### src/sv/nlbc_pkg.sv
// Types, sizes and codes shared by the notch and lowpass biquad cascade.
package nlbc_pkg;

   // Frame and number formats.
   localparam int CHANNELS       = 4;
   localparam int SAMPLE_BITS    = 16;
   localparam int COEF_FRAC_BITS = 16;
   localparam int COEF_BITS      = COEF_FRAC_BITS + 2;
   localparam int CHAN_BITS      = (CHANNELS > 1) ? $clog2(CHANNELS) : 1;

   // A product, and the accumulator that holds up to six of them with headroom.
   localparam int PROD_BITS = COEF_BITS + SAMPLE_BITS;
   localparam int ACC_BITS  = PROD_BITS + 4;

   // Coefficient register indexes on the write port.
   localparam int CSR_INDEX_BITS = 3;
   localparam logic [CSR_INDEX_BITS-1:0] REG_NOTCH_GAIN     = CSR_INDEX_BITS'(0);
   localparam logic [CSR_INDEX_BITS-1:0] REG_NOTCH_FB_ONE   = CSR_INDEX_BITS'(1);
   localparam logic [CSR_INDEX_BITS-1:0] REG_NOTCH_FB_TWO   = CSR_INDEX_BITS'(2);
   localparam logic [CSR_INDEX_BITS-1:0] REG_LOWPASS_GAIN   = CSR_INDEX_BITS'(3);
   localparam logic [CSR_INDEX_BITS-1:0] REG_LOWPASS_FB_ONE = CSR_INDEX_BITS'(4);
   localparam logic [CSR_INDEX_BITS-1:0] REG_LOWPASS_FB_TWO = CSR_INDEX_BITS'(5);

   typedef logic signed [SAMPLE_BITS-1:0] sample_type;
   typedef logic signed [COEF_BITS-1:0]   coef_type;

   // The full coefficient set as held in the register bank.
   typedef struct packed {
      coef_type notch_gain;
      coef_type notch_fb_one;
      coef_type notch_fb_two;
      coef_type lowpass_gain;
      coef_type lowpass_fb_one;
      coef_type lowpass_fb_two;
   } coef_set_type;

   // Operations of the shared multiply-accumulate unit.
   typedef enum logic [1:0] {
      MAC_HOLD,
      MAC_LOAD,
      MAC_ADD,
      MAC_SUB
   } mac_op_type;

   typedef struct packed {
      mac_op_type op;
      coef_type   coef;
      sample_type data;
   } mac_cmd_type;

   // A finished frame handed from the sequencer to the output register.
   typedef struct packed {
      logic                        valid;
      sample_type [CHANNELS-1:0]   frame;
   } frame_done_type;

endpackage

### src/sv/nlbc_if.sv
// Valid/ready channel interfaces for the sample frames and the filtered frames.
interface nlbc_req_if;
   logic                 valid;
   logic                 ready;
   nlbc_pkg::sample_type sample_ch0;
   nlbc_pkg::sample_type sample_ch1;
   nlbc_pkg::sample_type sample_ch2;
   nlbc_pkg::sample_type sample_ch3;

   modport source (
      output valid, sample_ch0, sample_ch1, sample_ch2, sample_ch3,
      input  ready
   );
   modport sink (
      input  valid, sample_ch0, sample_ch1, sample_ch2, sample_ch3,
      output ready
   );
endinterface

interface nlbc_rsp_if;
   logic                 valid;
   logic                 ready;
   nlbc_pkg::sample_type filtered_ch0;
   nlbc_pkg::sample_type filtered_ch1;
   nlbc_pkg::sample_type filtered_ch2;
   nlbc_pkg::sample_type filtered_ch3;

   modport source (
      output valid, filtered_ch0, filtered_ch1, filtered_ch2, filtered_ch3,
      input  ready
   );
   modport sink (
      input  valid, filtered_ch0, filtered_ch1, filtered_ch2, filtered_ch3,
      output ready
   );
endinterface

### src/sv/nlbc_csr.sv
// Coefficient register bank written through the plain write port.
module nlbc_csr (
   input  logic                                 clock,
   input  logic                                 reset,
   input  logic                                 csr_wr_en,
   input  logic [nlbc_pkg::CSR_INDEX_BITS-1:0]  csr_index,
   input  nlbc_pkg::coef_type                   csr_wr_data,
   output nlbc_pkg::coef_set_type               coefs
);
   import nlbc_pkg::*;

   coef_set_type coefs_ff;
   coef_set_type coefs_in;

   // Decode the index; writes beyond the last register are dropped.
   always_comb begin
      coefs_in = coefs_ff;
      if (csr_wr_en) begin
         case (csr_index)
            REG_NOTCH_GAIN:     coefs_in.notch_gain     = csr_wr_data;
            REG_NOTCH_FB_ONE:   coefs_in.notch_fb_one   = csr_wr_data;
            REG_NOTCH_FB_TWO:   coefs_in.notch_fb_two   = csr_wr_data;
            REG_LOWPASS_GAIN:   coefs_in.lowpass_gain   = csr_wr_data;
            REG_LOWPASS_FB_ONE: coefs_in.lowpass_fb_one = csr_wr_data;
            REG_LOWPASS_FB_TWO: coefs_in.lowpass_fb_two = csr_wr_data;
            default: ;
         endcase
      end
   end

   // All coefficients come out of reset as zero.
   always_ff @(posedge clock) begin
      if (reset) begin
         coefs_ff <= '0;
      end else begin
         coefs_ff <= coefs_in;
      end
   end

   assign coefs = coefs_ff;

endmodule

### src/sv/nlbc_mac.sv
// Shared multiply-accumulate unit with rounding and saturation of its sum.
module nlbc_mac (
   input  logic                  clock,
   input  nlbc_pkg::mac_cmd_type cmd,
   output nlbc_pkg::sample_type  result
);
   import nlbc_pkg::*;

   localparam int Q_BITS = ACC_BITS - COEF_FRAC_BITS;
   localparam logic signed [ACC_BITS-1:0] ROUND_BIAS =
      ACC_BITS'(1) << (COEF_FRAC_BITS - 1);
   localparam logic signed [SAMPLE_BITS-1:0] SAT_HI = {1'b0, {(SAMPLE_BITS-1){1'b1}}};
   localparam logic signed [SAMPLE_BITS-1:0] SAT_LO = {1'b1, {(SAMPLE_BITS-1){1'b0}}};

   logic signed [PROD_BITS-1:0] product;
   logic signed [ACC_BITS-1:0]  product_ext;
   logic signed [ACC_BITS-1:0]  acc_ff;
   logic signed [ACC_BITS-1:0]  acc_in;
   logic signed [ACC_BITS-1:0]  rounded;
   logic signed [Q_BITS-1:0]    quotient;
   logic                        in_range;

   // One signed product per cycle, loaded, added or subtracted, unless the command holds the sum.
   always_comb begin
      product     = cmd.coef * cmd.data;
      product_ext = ACC_BITS'(product);
      case (cmd.op)
         MAC_LOAD: acc_in = product_ext;
         MAC_ADD:  acc_in = acc_ff + product_ext;
         MAC_SUB:  acc_in = acc_ff - product_ext;
         default:  acc_in = acc_ff;
      endcase
   end

   always_ff @(posedge clock) begin
      acc_ff <= acc_in;
   end

   // Round half up, drop the fraction, and clamp to the sample range.
   always_comb begin
      rounded  = acc_ff + ROUND_BIAS;
      quotient = rounded[ACC_BITS-1:COEF_FRAC_BITS];
      in_range = (quotient[Q_BITS-1:SAMPLE_BITS-1] ==
                  {(Q_BITS-SAMPLE_BITS+1){quotient[SAMPLE_BITS-1]}});
      if (in_range) begin
         result = quotient[SAMPLE_BITS-1:0];
      end else if (quotient[Q_BITS-1]) begin
         result = SAT_LO;
      end else begin
         result = SAT_HI;
      end
   end

endmodule

### src/sv/nlbc_seq.sv
// Sequencer that steps each channel through the notch and lowpass taps on the shared unit.
module nlbc_seq (
   input  logic                     clock,
   input  logic                     reset,
   nlbc_req_if.sink                 req_chan,
   input  nlbc_pkg::coef_set_type   coefs,
   output nlbc_pkg::mac_cmd_type    mac_cmd,
   input  nlbc_pkg::sample_type     mac_result,
   input  logic                     out_busy,
   output nlbc_pkg::frame_done_type done
);
   import nlbc_pkg::*;

   typedef enum logic [1:0] {
      ST_IDLE = 2'b01,
      ST_RUN  = 2'b10
   } seq_state_type;

   // Per-channel history. The lowpass input history is the notch output history.
   typedef struct packed {
      sample_type x1;
      sample_type x2;
      sample_type n1;
      sample_type n2;
      sample_type y1;
      sample_type y2;
   } hist_type;

   localparam int STEP_BITS = 4;
   localparam logic [STEP_BITS-1:0] STEP_N_B0  = STEP_BITS'(0);
   localparam logic [STEP_BITS-1:0] STEP_N_B1  = STEP_BITS'(1);
   localparam logic [STEP_BITS-1:0] STEP_N_B2  = STEP_BITS'(2);
   localparam logic [STEP_BITS-1:0] STEP_N_A1  = STEP_BITS'(3);
   localparam logic [STEP_BITS-1:0] STEP_N_A2  = STEP_BITS'(4);
   localparam logic [STEP_BITS-1:0] STEP_N_FIN = STEP_BITS'(5);
   localparam logic [STEP_BITS-1:0] STEP_L_B0  = STEP_BITS'(6);
   localparam logic [STEP_BITS-1:0] STEP_L_B1A = STEP_BITS'(7);
   localparam logic [STEP_BITS-1:0] STEP_L_B1B = STEP_BITS'(8);
   localparam logic [STEP_BITS-1:0] STEP_L_B2  = STEP_BITS'(9);
   localparam logic [STEP_BITS-1:0] STEP_L_A1  = STEP_BITS'(10);
   localparam logic [STEP_BITS-1:0] STEP_L_A2  = STEP_BITS'(11);
   localparam logic [STEP_BITS-1:0] STEP_L_FIN = STEP_BITS'(12);

   seq_state_type             state_ff, state_in;
   logic [STEP_BITS-1:0]      step_ff, step_in;
   logic [CHAN_BITS-1:0]      chan_ff, chan_in;
   sample_type [CHANNELS-1:0] frame_ff, frame_in;
   hist_type [CHANNELS-1:0]   hist_ff, hist_in;
   sample_type                notch_ff, notch_in;
   hist_type                  cur;
   hist_type                  upd;
   sample_type                x;
   logic                      last_chan;
   logic                      stall;

   // The current channel always sits at position zero of the rotating stores.
   assign cur       = hist_ff[0];
   assign x         = frame_ff[0];
   assign last_chan = (chan_ff == CHAN_BITS'(CHANNELS - 1));
   assign stall     = (step_ff == STEP_L_FIN) && last_chan && out_busy;

   assign req_chan.ready = (state_ff == ST_IDLE);

   // Operand selection for each tap of the two biquads.
   always_comb begin
      mac_cmd.op   = MAC_HOLD;
      mac_cmd.coef = coefs.notch_gain;
      mac_cmd.data = x;
      if (state_ff == ST_RUN) begin
         case (step_ff)
            STEP_N_B0: begin
               mac_cmd.op   = MAC_LOAD;
               mac_cmd.coef = coefs.notch_gain;
               mac_cmd.data = x;
            end
            STEP_N_B1: begin
               mac_cmd.op   = MAC_ADD;
               mac_cmd.coef = coefs.notch_fb_one;
               mac_cmd.data = cur.x1;
            end
            STEP_N_B2: begin
               mac_cmd.op   = MAC_ADD;
               mac_cmd.coef = coefs.notch_gain;
               mac_cmd.data = cur.x2;
            end
            STEP_N_A1: begin
               mac_cmd.op   = MAC_SUB;
               mac_cmd.coef = coefs.notch_fb_one;
               mac_cmd.data = cur.n1;
            end
            STEP_N_A2: begin
               mac_cmd.op   = MAC_SUB;
               mac_cmd.coef = coefs.notch_fb_two;
               mac_cmd.data = cur.n2;
            end
            STEP_L_B0: begin
               mac_cmd.op   = MAC_LOAD;
               mac_cmd.coef = coefs.lowpass_gain;
               mac_cmd.data = notch_ff;
            end
            STEP_L_B1A, STEP_L_B1B: begin
               mac_cmd.op   = MAC_ADD;
               mac_cmd.coef = coefs.lowpass_gain;
               mac_cmd.data = cur.n1;
            end
            STEP_L_B2: begin
               mac_cmd.op   = MAC_ADD;
               mac_cmd.coef = coefs.lowpass_gain;
               mac_cmd.data = cur.n2;
            end
            STEP_L_A1: begin
               mac_cmd.op   = MAC_SUB;
               mac_cmd.coef = coefs.lowpass_fb_one;
               mac_cmd.data = cur.y1;
            end
            STEP_L_A2: begin
               mac_cmd.op   = MAC_SUB;
               mac_cmd.coef = coefs.lowpass_fb_two;
               mac_cmd.data = cur.y2;
            end
            default: mac_cmd.op = MAC_HOLD;
         endcase
      end
   end

   // History entry of the current channel once both stages are finished.
   always_comb begin
      upd.x1 = x;
      upd.x2 = cur.x1;
      upd.n1 = notch_ff;
      upd.n2 = cur.n1;
      upd.y1 = mac_result;
      upd.y2 = cur.y1;
   end

   // Step, channel and frame control.
   always_comb begin
      state_in   = state_ff;
      step_in    = step_ff;
      chan_in    = chan_ff;
      frame_in   = frame_ff;
      hist_in    = hist_ff;
      notch_in   = notch_ff;
      done.valid = 1'b0;

      case (state_ff)
         ST_IDLE: begin
            if (req_chan.valid) begin
               frame_in[0] = req_chan.sample_ch0;
               frame_in[1] = req_chan.sample_ch1;
               frame_in[2] = req_chan.sample_ch2;
               frame_in[3] = req_chan.sample_ch3;
               step_in     = STEP_N_B0;
               chan_in     = '0;
               state_in    = ST_RUN;
            end
         end
         ST_RUN: begin
            if (step_ff == STEP_N_FIN) begin
               notch_in = mac_result;
            end
            if (step_ff == STEP_L_FIN) begin
               if (!stall) begin
                  // Rotate the stores so the next channel comes to position zero;
                  // the filtered sample takes the place of the raw one at the back.
                  for (int i = 0; i < CHANNELS - 1; i++) begin
                     hist_in[i]  = hist_ff[i+1];
                     frame_in[i] = frame_ff[i+1];
                  end
                  hist_in[CHANNELS-1]  = upd;
                  frame_in[CHANNELS-1] = mac_result;
                  step_in = STEP_N_B0;
                  chan_in = chan_ff + CHAN_BITS'(1);
                  if (last_chan) begin
                     done.valid = 1'b1;
                     chan_in    = '0;
                     state_in   = ST_IDLE;
                  end
               end
            end else begin
               step_in = step_ff + STEP_BITS'(1);
            end
         end
         default: state_in = ST_IDLE;
      endcase

      done.frame = frame_in;
   end

   // Control state and filter history clear on reset; frame data needs none.
   always_ff @(posedge clock) begin
      if (reset) begin
         state_ff <= ST_IDLE;
         step_ff  <= STEP_N_B0;
         chan_ff  <= '0;
         hist_ff  <= '0;
      end else begin
         state_ff <= state_in;
         step_ff  <= step_in;
         chan_ff  <= chan_in;
         hist_ff  <= hist_in;
      end
   end

   always_ff @(posedge clock) begin
      frame_ff <= frame_in;
      notch_ff <= notch_in;
   end

endmodule

### src/sv/notch_lowpass_biquad_cascade.sv
// Top level of the four-channel notch then lowpass biquad filter cascade.
// Each accepted frame of four samples is filtered one channel at a time on a
// single 18 x 16 bit multiply-accumulate unit: each channel steps through five
// notch taps and a rounding step, then six lowpass taps and a rounding step, and
// a new frame is taken only once all four channels are done and the sequencer
// is back in idle. The filtered frame waits in an output register, so the next
// frame is accepted while it is still waiting; only when a second frame finishes
// before the first has been taken does the sequencer hold at its last step.
// Coefficients are signed Q2.16, written by index through the csr port; the user
// must write them only while no frame is in flight, which the block does not
// enforce; they all clear to zero on reset together with the filter history.
module notch_lowpass_biquad_cascade (
   input  logic                                clock,
   input  logic                                reset,
   nlbc_req_if.sink                            req_chan,
   nlbc_rsp_if.source                          rsp_chan,
   input  logic                                csr_wr_en,
   input  logic [nlbc_pkg::CSR_INDEX_BITS-1:0] csr_index,
   input  logic [nlbc_pkg::COEF_BITS-1:0]      csr_wr_data
);
   import nlbc_pkg::*;

   coef_set_type              coefs;
   mac_cmd_type               mac_cmd;
   sample_type                mac_result;
   frame_done_type            done;
   logic                      out_busy;
   logic                      rsp_valid_ff, rsp_valid_in;
   sample_type [CHANNELS-1:0] rsp_frame_ff, rsp_frame_in;

   nlbc_csr u_csr (
      .clock       (clock),
      .reset       (reset),
      .csr_wr_en   (csr_wr_en),
      .csr_index   (csr_index),
      .csr_wr_data (csr_wr_data),
      .coefs       (coefs)
   );

   nlbc_mac u_mac (
      .clock  (clock),
      .cmd    (mac_cmd),
      .result (mac_result)
   );

   nlbc_seq u_seq (
      .clock      (clock),
      .reset      (reset),
      .req_chan   (req_chan),
      .coefs      (coefs),
      .mac_cmd    (mac_cmd),
      .mac_result (mac_result),
      .out_busy   (out_busy),
      .done       (done)
   );

   // Output register: a finished frame is loaded only once the previous beat has gone.
   assign out_busy = rsp_valid_ff && !rsp_chan.ready;

   always_comb begin
      rsp_valid_in = rsp_valid_ff;
      rsp_frame_in = rsp_frame_ff;
      if (done.valid) begin
         rsp_valid_in = 1'b1;
         rsp_frame_in = done.frame;
      end else if (rsp_chan.ready) begin
         rsp_valid_in = 1'b0;
      end
   end

   always_ff @(posedge clock) begin
      if (reset) begin
         rsp_valid_ff <= 1'b0;
      end else begin
         rsp_valid_ff <= rsp_valid_in;
      end
   end

   always_ff @(posedge clock) begin
      rsp_frame_ff <= rsp_frame_in;
   end

   assign rsp_chan.valid        = rsp_valid_ff;
   assign rsp_chan.filtered_ch0 = rsp_frame_ff[0];
   assign rsp_chan.filtered_ch1 = rsp_frame_ff[1];
   assign rsp_chan.filtered_ch2 = rsp_frame_ff[2];
   assign rsp_chan.filtered_ch3 = rsp_frame_ff[3];

endmodule

### src/flat_wrapper.sv
// flat-port wrapper written by rule: the top's interface ports become plain ports
module notch_lowpass_biquad_cascade_flat import nlbc_pkg::*;
  (clock, reset, csr_wr_en, csr_index, csr_wr_data, req_chan_valid, req_chan_sample_ch0, req_chan_sample_ch1, req_chan_sample_ch2, req_chan_sample_ch3, req_chan_ready, rsp_chan_valid, rsp_chan_filtered_ch0, rsp_chan_filtered_ch1, rsp_chan_filtered_ch2, rsp_chan_filtered_ch3, rsp_chan_ready);
  nlbc_req_if req_chan_i ();
  nlbc_rsp_if rsp_chan_i ();
  input  logic clock;
  input  logic reset;
  input  logic csr_wr_en;
  input  logic [nlbc_pkg::CSR_INDEX_BITS-1:0] csr_index;
  input  logic [nlbc_pkg::COEF_BITS-1:0] csr_wr_data;
  input wire logic [$bits(req_chan_i.valid)-1:0] req_chan_valid;
  input wire logic [$bits(req_chan_i.sample_ch0)-1:0] req_chan_sample_ch0;
  input wire logic [$bits(req_chan_i.sample_ch1)-1:0] req_chan_sample_ch1;
  input wire logic [$bits(req_chan_i.sample_ch2)-1:0] req_chan_sample_ch2;
  input wire logic [$bits(req_chan_i.sample_ch3)-1:0] req_chan_sample_ch3;
  output wire logic [$bits(req_chan_i.ready)-1:0] req_chan_ready;
  output wire logic [$bits(rsp_chan_i.valid)-1:0] rsp_chan_valid;
  output wire logic [$bits(rsp_chan_i.filtered_ch0)-1:0] rsp_chan_filtered_ch0;
  output wire logic [$bits(rsp_chan_i.filtered_ch1)-1:0] rsp_chan_filtered_ch1;
  output wire logic [$bits(rsp_chan_i.filtered_ch2)-1:0] rsp_chan_filtered_ch2;
  output wire logic [$bits(rsp_chan_i.filtered_ch3)-1:0] rsp_chan_filtered_ch3;
  input wire logic [$bits(rsp_chan_i.ready)-1:0] rsp_chan_ready;
  assign req_chan_i.valid = req_chan_valid;
  assign req_chan_i.sample_ch0 = req_chan_sample_ch0;
  assign req_chan_i.sample_ch1 = req_chan_sample_ch1;
  assign req_chan_i.sample_ch2 = req_chan_sample_ch2;
  assign req_chan_i.sample_ch3 = req_chan_sample_ch3;
  assign req_chan_ready = req_chan_i.ready;
  assign rsp_chan_valid = rsp_chan_i.valid;
  assign rsp_chan_filtered_ch0 = rsp_chan_i.filtered_ch0;
  assign rsp_chan_filtered_ch1 = rsp_chan_i.filtered_ch1;
  assign rsp_chan_filtered_ch2 = rsp_chan_i.filtered_ch2;
  assign rsp_chan_filtered_ch3 = rsp_chan_i.filtered_ch3;
  assign rsp_chan_i.ready = rsp_chan_ready;
  notch_lowpass_biquad_cascade u_core (.clock(clock), .reset(reset), .req_chan(req_chan_i), .rsp_chan(rsp_chan_i), .csr_wr_en(csr_wr_en), .csr_index(csr_index), .csr_wr_data(csr_wr_data));
endmodule
### config.mk
export PLATFORM = sky130hd
export DESIGN_NAME = notch_lowpass_biquad_cascade_flat
export DESIGN_NICKNAME = d
export VERILOG_FILES = /design/src/sv/nlbc_pkg.sv /design/src/sv/nlbc_if.sv /design/src/sv/nlbc_csr.sv /design/src/sv/nlbc_mac.sv /design/src/sv/nlbc_seq.sv /design/src/sv/notch_lowpass_biquad_cascade.sv /design/src/flat_wrapper.sv
export SDC_FILE = /design/constraint.sdc
export NUM_CORES = 2
export LEC_CHECK = 0
export BUFFER_PORTS_ARGS = -buffer_cell sky130_fd_sc_hd__buf_2
export CAP_MARGIN = 20
export CELL_PAD_IN_SITES_DETAIL_PLACEMENT = 1
export CELL_PAD_IN_SITES_GLOBAL_PLACEMENT = 1
export CORE_ASPECT_RATIO = 0.8
export CORE_MARGIN = 2
export CORE_UTILIZATION = 51
export CTS_CLUSTER_SIZE = 10
export DETAILED_ROUTE_END_ITERATION = 7
export GPL_TIMING_DRIVEN = 0
export PLACE_DENSITY_LB_ADDON = 0.1
export SYNTH_ARGS = -nofsm -noshare
export SYNTH_HDL_FRONTEND = slang
export SYNTH_HIERARCHICAL = 1
export SYNTH_SLANG_ARGS = --single-unit
### constraint.sdc
create_clock -name clock -period 22.4 [get_ports clock]
set_clock_uncertainty 0.1 [all_clocks]
set_input_delay 3.36 -clock clock [delete_from_list [all_inputs] [get_ports clock]]
set_output_delay 3.36 -clock clock [all_outputs]
set_load 0.05 [all_outputs]
==> After elaboration in Yosys (flattened, before gate mapping) <==
Index checks and enable logic that the tools add are counted.
{ "word_totals": {"inputBits": 90, "output_inout_bits": 66, "regBits": 683} }
{ "op_classes": {"n_mul": 1, "bitwise_logic": 1, "n_addsub": 5, "n_reduce_logical": 24, "mux": 30, "eq_ne": 29} }
{ "ops": {"columns": ["cell", "n"], "rows": [
  ["34-bit case mux with 9 select lines", 1],
  ["64-bit two-way mux", 3],
  ["64-bit case mux with 2 select lines", 1],
  ["38-bit case mux with 3 select lines", 1],
  ["38-bit by 17-bit adder with 38-bit output (second input constant)", 1],
  ["38-bit by 34-bit adder with 38-bit output", 1],
  ["38-bit by 34-bit subtractor with 38-bit output", 1],
  ["36-bit two-way mux", 1],
  ["18-bit by 16-bit multiplier with 34-bit output", 1],
  ["16-bit two-way mux", 2],
  ["4-bit equality test (second input constant)", 5],
  ["4-bit by 3-bit equality test with 1-bit output (second input constant)", 4],
  ["2-bit two-way mux", 8],
  ["2-bit AND reduction", 7],
  ["4-bit two-way mux", 3],
  ["2-bit equality test (second input constant)", 4],
  ["4-bit by 2-bit equality test with 1-bit output (second input constant)", 2],
  ["2-bit case mux with 2 select lines", 2],
  ["4-bit case mux with 2 select lines", 1],
  ["4-bit AND reduction", 2],
  ["3-bit by 2-bit equality test with 1-bit output (second input constant)", 2],
  ["3-bit equality test (second input constant)", 2],
  ["6-bit equality test", 1],
  ["1-bit two-way mux", 6],
  ["other kinds (20)", 28]
]} }

==> Longest topological paths before layout <==
{ "depth": {"depth_word": 7, "ltp_mapped": 48, "mapped_depth_nobuf": 43} }

==> Hierarchy <==
Netlist, hierarchy kept.
{ "by_module_without_submodules": {"columns": ["module", "area_each_um2", "seq_area_each_um2", "cells_per_inst", "n_inst"], "rows": [
  ["nlbc_seq", 18435.2, 9609.2, 2253, 1],
  ["nlbc_mac", 16086.7, 1141.1, 1846, 1],
  ["nlbc_csr", 4250.3, 2162.1, 376, 1],
  ["notch_lowpass_biquad_cascade", 1965.6, 1941.9, 67, 1]
]} }

==> Worst setup path after synthesis <==
OpenSTA, ideal clock, no wires.
{ "synth_path": {"path_kind": "register -> register", "startpoint": "reg u_core.u_seq.step_ff[0]", "endpoint": "reg u_core.u_mac.acc_ff[37] (data pin)", "setup_slack_ps": 11367, "required_time_ps": 22124, "arrival_time_ps": 10757, "setup_ps": 176, "path_buffers": 3, "path_stages_with_launch": 44, "cell_sequence": "dfxtp_1 -> inv_1 -> ha_1 -> buf_2 -> or4b_2 -> nand4_4 -> buf_12 -> mux2_4 -> clkbuf_1 -> and2_1 -> fa_1 -> inv_1 -> fa_1 -> fa_1 -> fa_1 -> inv_1 -> fa_1 -> inv_1 -> (+8 left out) -> and4_1 -> nor4b_4 -> nor4bb_1 -> nand2_1 -> o21ai_0 -> xor2_1 -> ha_1 -> a21oi_1 -> nor2_1 -> a211oi_1 -> nand3_1 -> a21oi_1 -> nor4_1 -> o31ai_1 -> a2111oi_0 -> a311oi_1 -> mux2_2 -> nor4_1"} }
{ "synth_rtl": {"columns": ["element", "line", "rtl"], "rows": [
  ["from (decl)", "nlbc_seq.sv:45", "logic [STEP_BITS-1:0] step_ff, step_in;"],
  ["from (signal assigned)", "nlbc_seq.sv:199", "step_ff <= step_in;"],
  ["to (signal assigned)", "nlbc_mac.sv:36", "acc_ff <= acc_in;"],
  ["to (decl)", "nlbc_mac.sv:17", "logic signed [ACC_BITS-1:0] acc_ff;"]
]} }

==> impl_metrics.csv <==
group,metric,value,unit
floorplanning,start_util,51.6,%
yosys,synth_cell_types,108,
drt,via_per_inst,5.93,
setup_path,r2r-end,"u_core/u_mac/acc_ff[37]",
setup_path,crit_path_frequent_cell,"fa_1",
drt,antenna_left,0,
global_route,first_global_vias,36000,
clock_network,cts_tree,"yes",
clock_network,cts_root_buf,"clkbuf_16",
status,outcome,"finished clean",
sta,max_slew_margin,16.6,%
place,place_ws,8.28,ns
pwr,power_density,80.1,nW/um^2
setup_path,reg2reg_slack,7.66,ns
sta,rsz0062_at_grt,"false",
clock_network,cts_setup_buffers,0,
setup_path,critical_path_class,"reg2reg",
drt,vias,34800,
final_layout,nFillCells,9282,
clock_network,cts_max_path_buffers,3,
sta,finalSetupViolCount,0,
clock_network,hold_buffers,0,
yosys,synth_top_cell_area_share,27.8,%
global_route,grt_max_degree,39,
final_layout,areaGrowthSynthToFinish,11.2,%
sta,setup_slack,7.66,ns
yosys,synth_fp_nets,5055,
setup_path,cp_max_fo,10,
global_route,busiest_layer,"met1",
setup_path,cpMaxStageDelayCell,"o21ai_1",
clock_network,htreeDepth,3,
run,cap_violations,0,
drt,wl_per_cell,24.4,microns
global_route,use_met1,51.6,%
worst_hold_path,hp-class,"reg2reg",
floorplanning,ios,156,
floorplanning,dieArea,82200,sq um
setup_path,slowest_delay,0.89,ns
yosys,synth_edf_count,118,
clock_network,clock-sinks,683,
worst_hold_path,whs_endpoint,"u_core/u_seq/hist_ff[125]",
sta,maxSlewViolCount,0,
yosys,yosysTopAreaCell,"dfxtp_1",
yosys,synth.most_common_cell,"nand2_1",
worst_hold_path,holdPathStages,2,
yosys,synthCells,4542,
sta,period_share,65.8,%
worst_hold_path,min-delay-start,"u_core/u_seq/hist_ff[221]",
clock_network,clk_pin_slew,0.06,ns
yosys,synthArstFlopShare,0,%
floorplanning,dieHeight,257,microns
yosys,synth_common_cells,"nand2_1, dfxtp_1, a21oi_1, inv_1, fa_1",
setup_path,crit_required,22.75,ns
floorplanning,die_x,320,microns
setup_path,cp-startpoint,"u_core/u_seq/step_ff[1]",
clock_network,clk-insertion-delay-late,0.65,ns
global_route,grt_pass1_wl,219000,microns
final_layout,drive_gt1_share,8.49,%
place,portBuffers,155,
drt,drc_errors,0,
sta,worstMarginPinSlew,1.25,ns
global_route,overflow,0,
setup_path,ff2ff_path_depth,43,
clock_network,cts_buffers,80,
global_route,met2_usage,51.3,%
final_layout,final_nets,5312,
global_route,grtUsageTotal,34.7,%
yosys,ys_ff_latch,683,
yosys,synth_ff_type,"dfxtp_1",
pwr,irDropWorstVdd,79.2,uV
setup_path,start_kind,"flip-flop",
drt,drt_pre_antenna_iters,5,
setup_path,rr_startpoint,"u_core/u_seq/step_ff[1]",
place,dpl.hpwl,110000,microns
place,place_congestion,0.965,
pwr,p_leak,18.4,nW
setup_path,endpoint_kind,"flip-flop",
sta,finalSetupTns,0,ns
yosys,yosysSeqAreaShare,36.5,%
sta,min_period,14.74,ns
yosys,synth_area_leaders,"dfxtp_1, fa_1, nand2_1, edfxtp_1, a21oi_1",
drt,wl,143000,microns
yosys,synth_area,40700,sq um
drt,drtIter0Drc,2996,
sta,max_freq,0.0678,GHz
setup_path,critPathArrivalTime,15.09,ns
floorplanning,core-area,79000,sq um
floorplanning,rows,92,
clock_network,cts_resized,0,
sta,hold_viol,0,
global_route,met3_usage,6.62,%
yosys,synth_warnings,6,
global_route,antenna_found_initial,2,
yosys,syn_area_per_cell,8.97,sq um
## through the flow
stage	instances	total power (W)	hold slack [ns]	instance area, sq um	util [%]
4_1_cts	5864	0.00362	0.348	45300	57.3
6_report	5867	0.00363	0.344	45300	57.4
3_5_place_dp	5749	0.00242	0.345	43000	54.4
5_1_grt	5866	0.00379	0.370	45300	57.3
2_1_floorplan	4542	0.00209	0.332	40700	-
3_3_place_gp	5731	0.00238	0.340	42800	54.2
## worst max-delay path, delay by kind of cell, from the launching register on
kind | cells | cell delay (ns)
fa+ha+maj | 9 | 4.36
compound gates | 14 | 5.16
mux | 1 | 0.39
xor+xnor | 1 | 0.22
simple gates | 11 | 1.76
flops | 1 | 0.36
buf+inv | 7 | 2.19
## sequential cells by signal, indices dropped and copies added (netlist names), 4 cells and up
register,cells
u_core/u_seq/hist_ff,288
u_core/u_mac/acc_ff,38
u_core/u_seq/step_ff,4
u_core/u_seq/cur,96
u_core/rsp_chan.filtered_ch2,16
u_core/u_seq/frame_ff,48
u_core/u_csr/coefs,108
u_core/rsp_chan.filtered_ch0,16
u_core/rsp_chan.filtered_ch1,16
u_core/u_seq/notch_ff,16
u_core/u_seq/x,16
u_core/rsp_chan.filtered_ch3,16
## logic make-up (layout without fill, tap and decap cells)
group / count (synthesis) / in the layout / share of synthesized area [%]
buffers and inverters: 642 / 932 / 6.29
muxes: 139 / 139 / 3.58
and+or+nand+nor: 1582 / 1582 / 17.9
AOI/OAI and AO/OA: 966 / 966 / 15.0
DFF: 683 / 683 / 36.5
other: 0 / 1 / 0
adders and majority gates: 423 / 423 / 18.4
xor gates and xnor gates: 107 / 107 / 2.35
## layout make-up
| class | count | area [sq um] | share of cell area, % |
|---|---|---|---|
| inverters | 358 | 1340 | 2.97 |
| clock inverters | 9 | 149 | 0.329 |
| flip-flops and latches | 683 | 14900 | 32.8 |
| repair buffers | 175 | 935 | 2.06 |
| well taps | 1034 | 1290 | 2.86 |
| multi-input cells | 3217 | 23300 | 51.5 |
| plain buffers | 284 | 1220 | 2.69 |
| clock buffers | 106 | 2160 | 4.77 |
| diodes | 1 | 2.50 | 0.00553 |
## worst max-delay path by stage
stage                                         end  cells after the start  slack [ns]
final                     u_core/u_mac/acc_ff[37]                     43        7.66
after detailed placement  u_core/u_mac/acc_ff[37]                     43        8.28
after global placement    u_core/u_mac/acc_ff[37]                     43        8.11
after global routing      u_core/u_mac/acc_ff[37]                     43        7.01
after CTS                 u_core/u_mac/acc_ff[37]                     43        8.08
after floorplan           u_core/u_mac/acc_ff[37]                     43       11.37
## report_power, final
group	internal (W)	total [W]	switching (W)
sequential	0.00130	0.00135	0.0000470
clock	0.000675	0.00120	0.000526
combinational	0.000398	0.00108	0.000678
total	0.00238	0.00363	0.00125
## layer usage
| metal | part of all wire [%] | vias up |
|---|---|---|
| met5 | 0.014 | - |
| met1 | 46 | 17600 |
| li1 | - | 15600 |
| met4 | 2.9 | 4 |
| met2 | 43 | 1431 |
| met3 | 8.8 | 243 |
## cell usage in the layout (no fill, tap or decap), types with 117 or more instances in the layout
master	synthesis	routed
dfxtp_1	565	565
mux2i_1	117	117
nand2_1	1022	1022
inv_1	358	358
edfxtp_1	118	118
clkbuf_1	202	224
ha_1	132	132
fa_1	291	291
and2_1	151	151
a21oi_1	454	454
buf_2	61	224
nand2b_1	141	141
(Power assumes the default switching activity.)
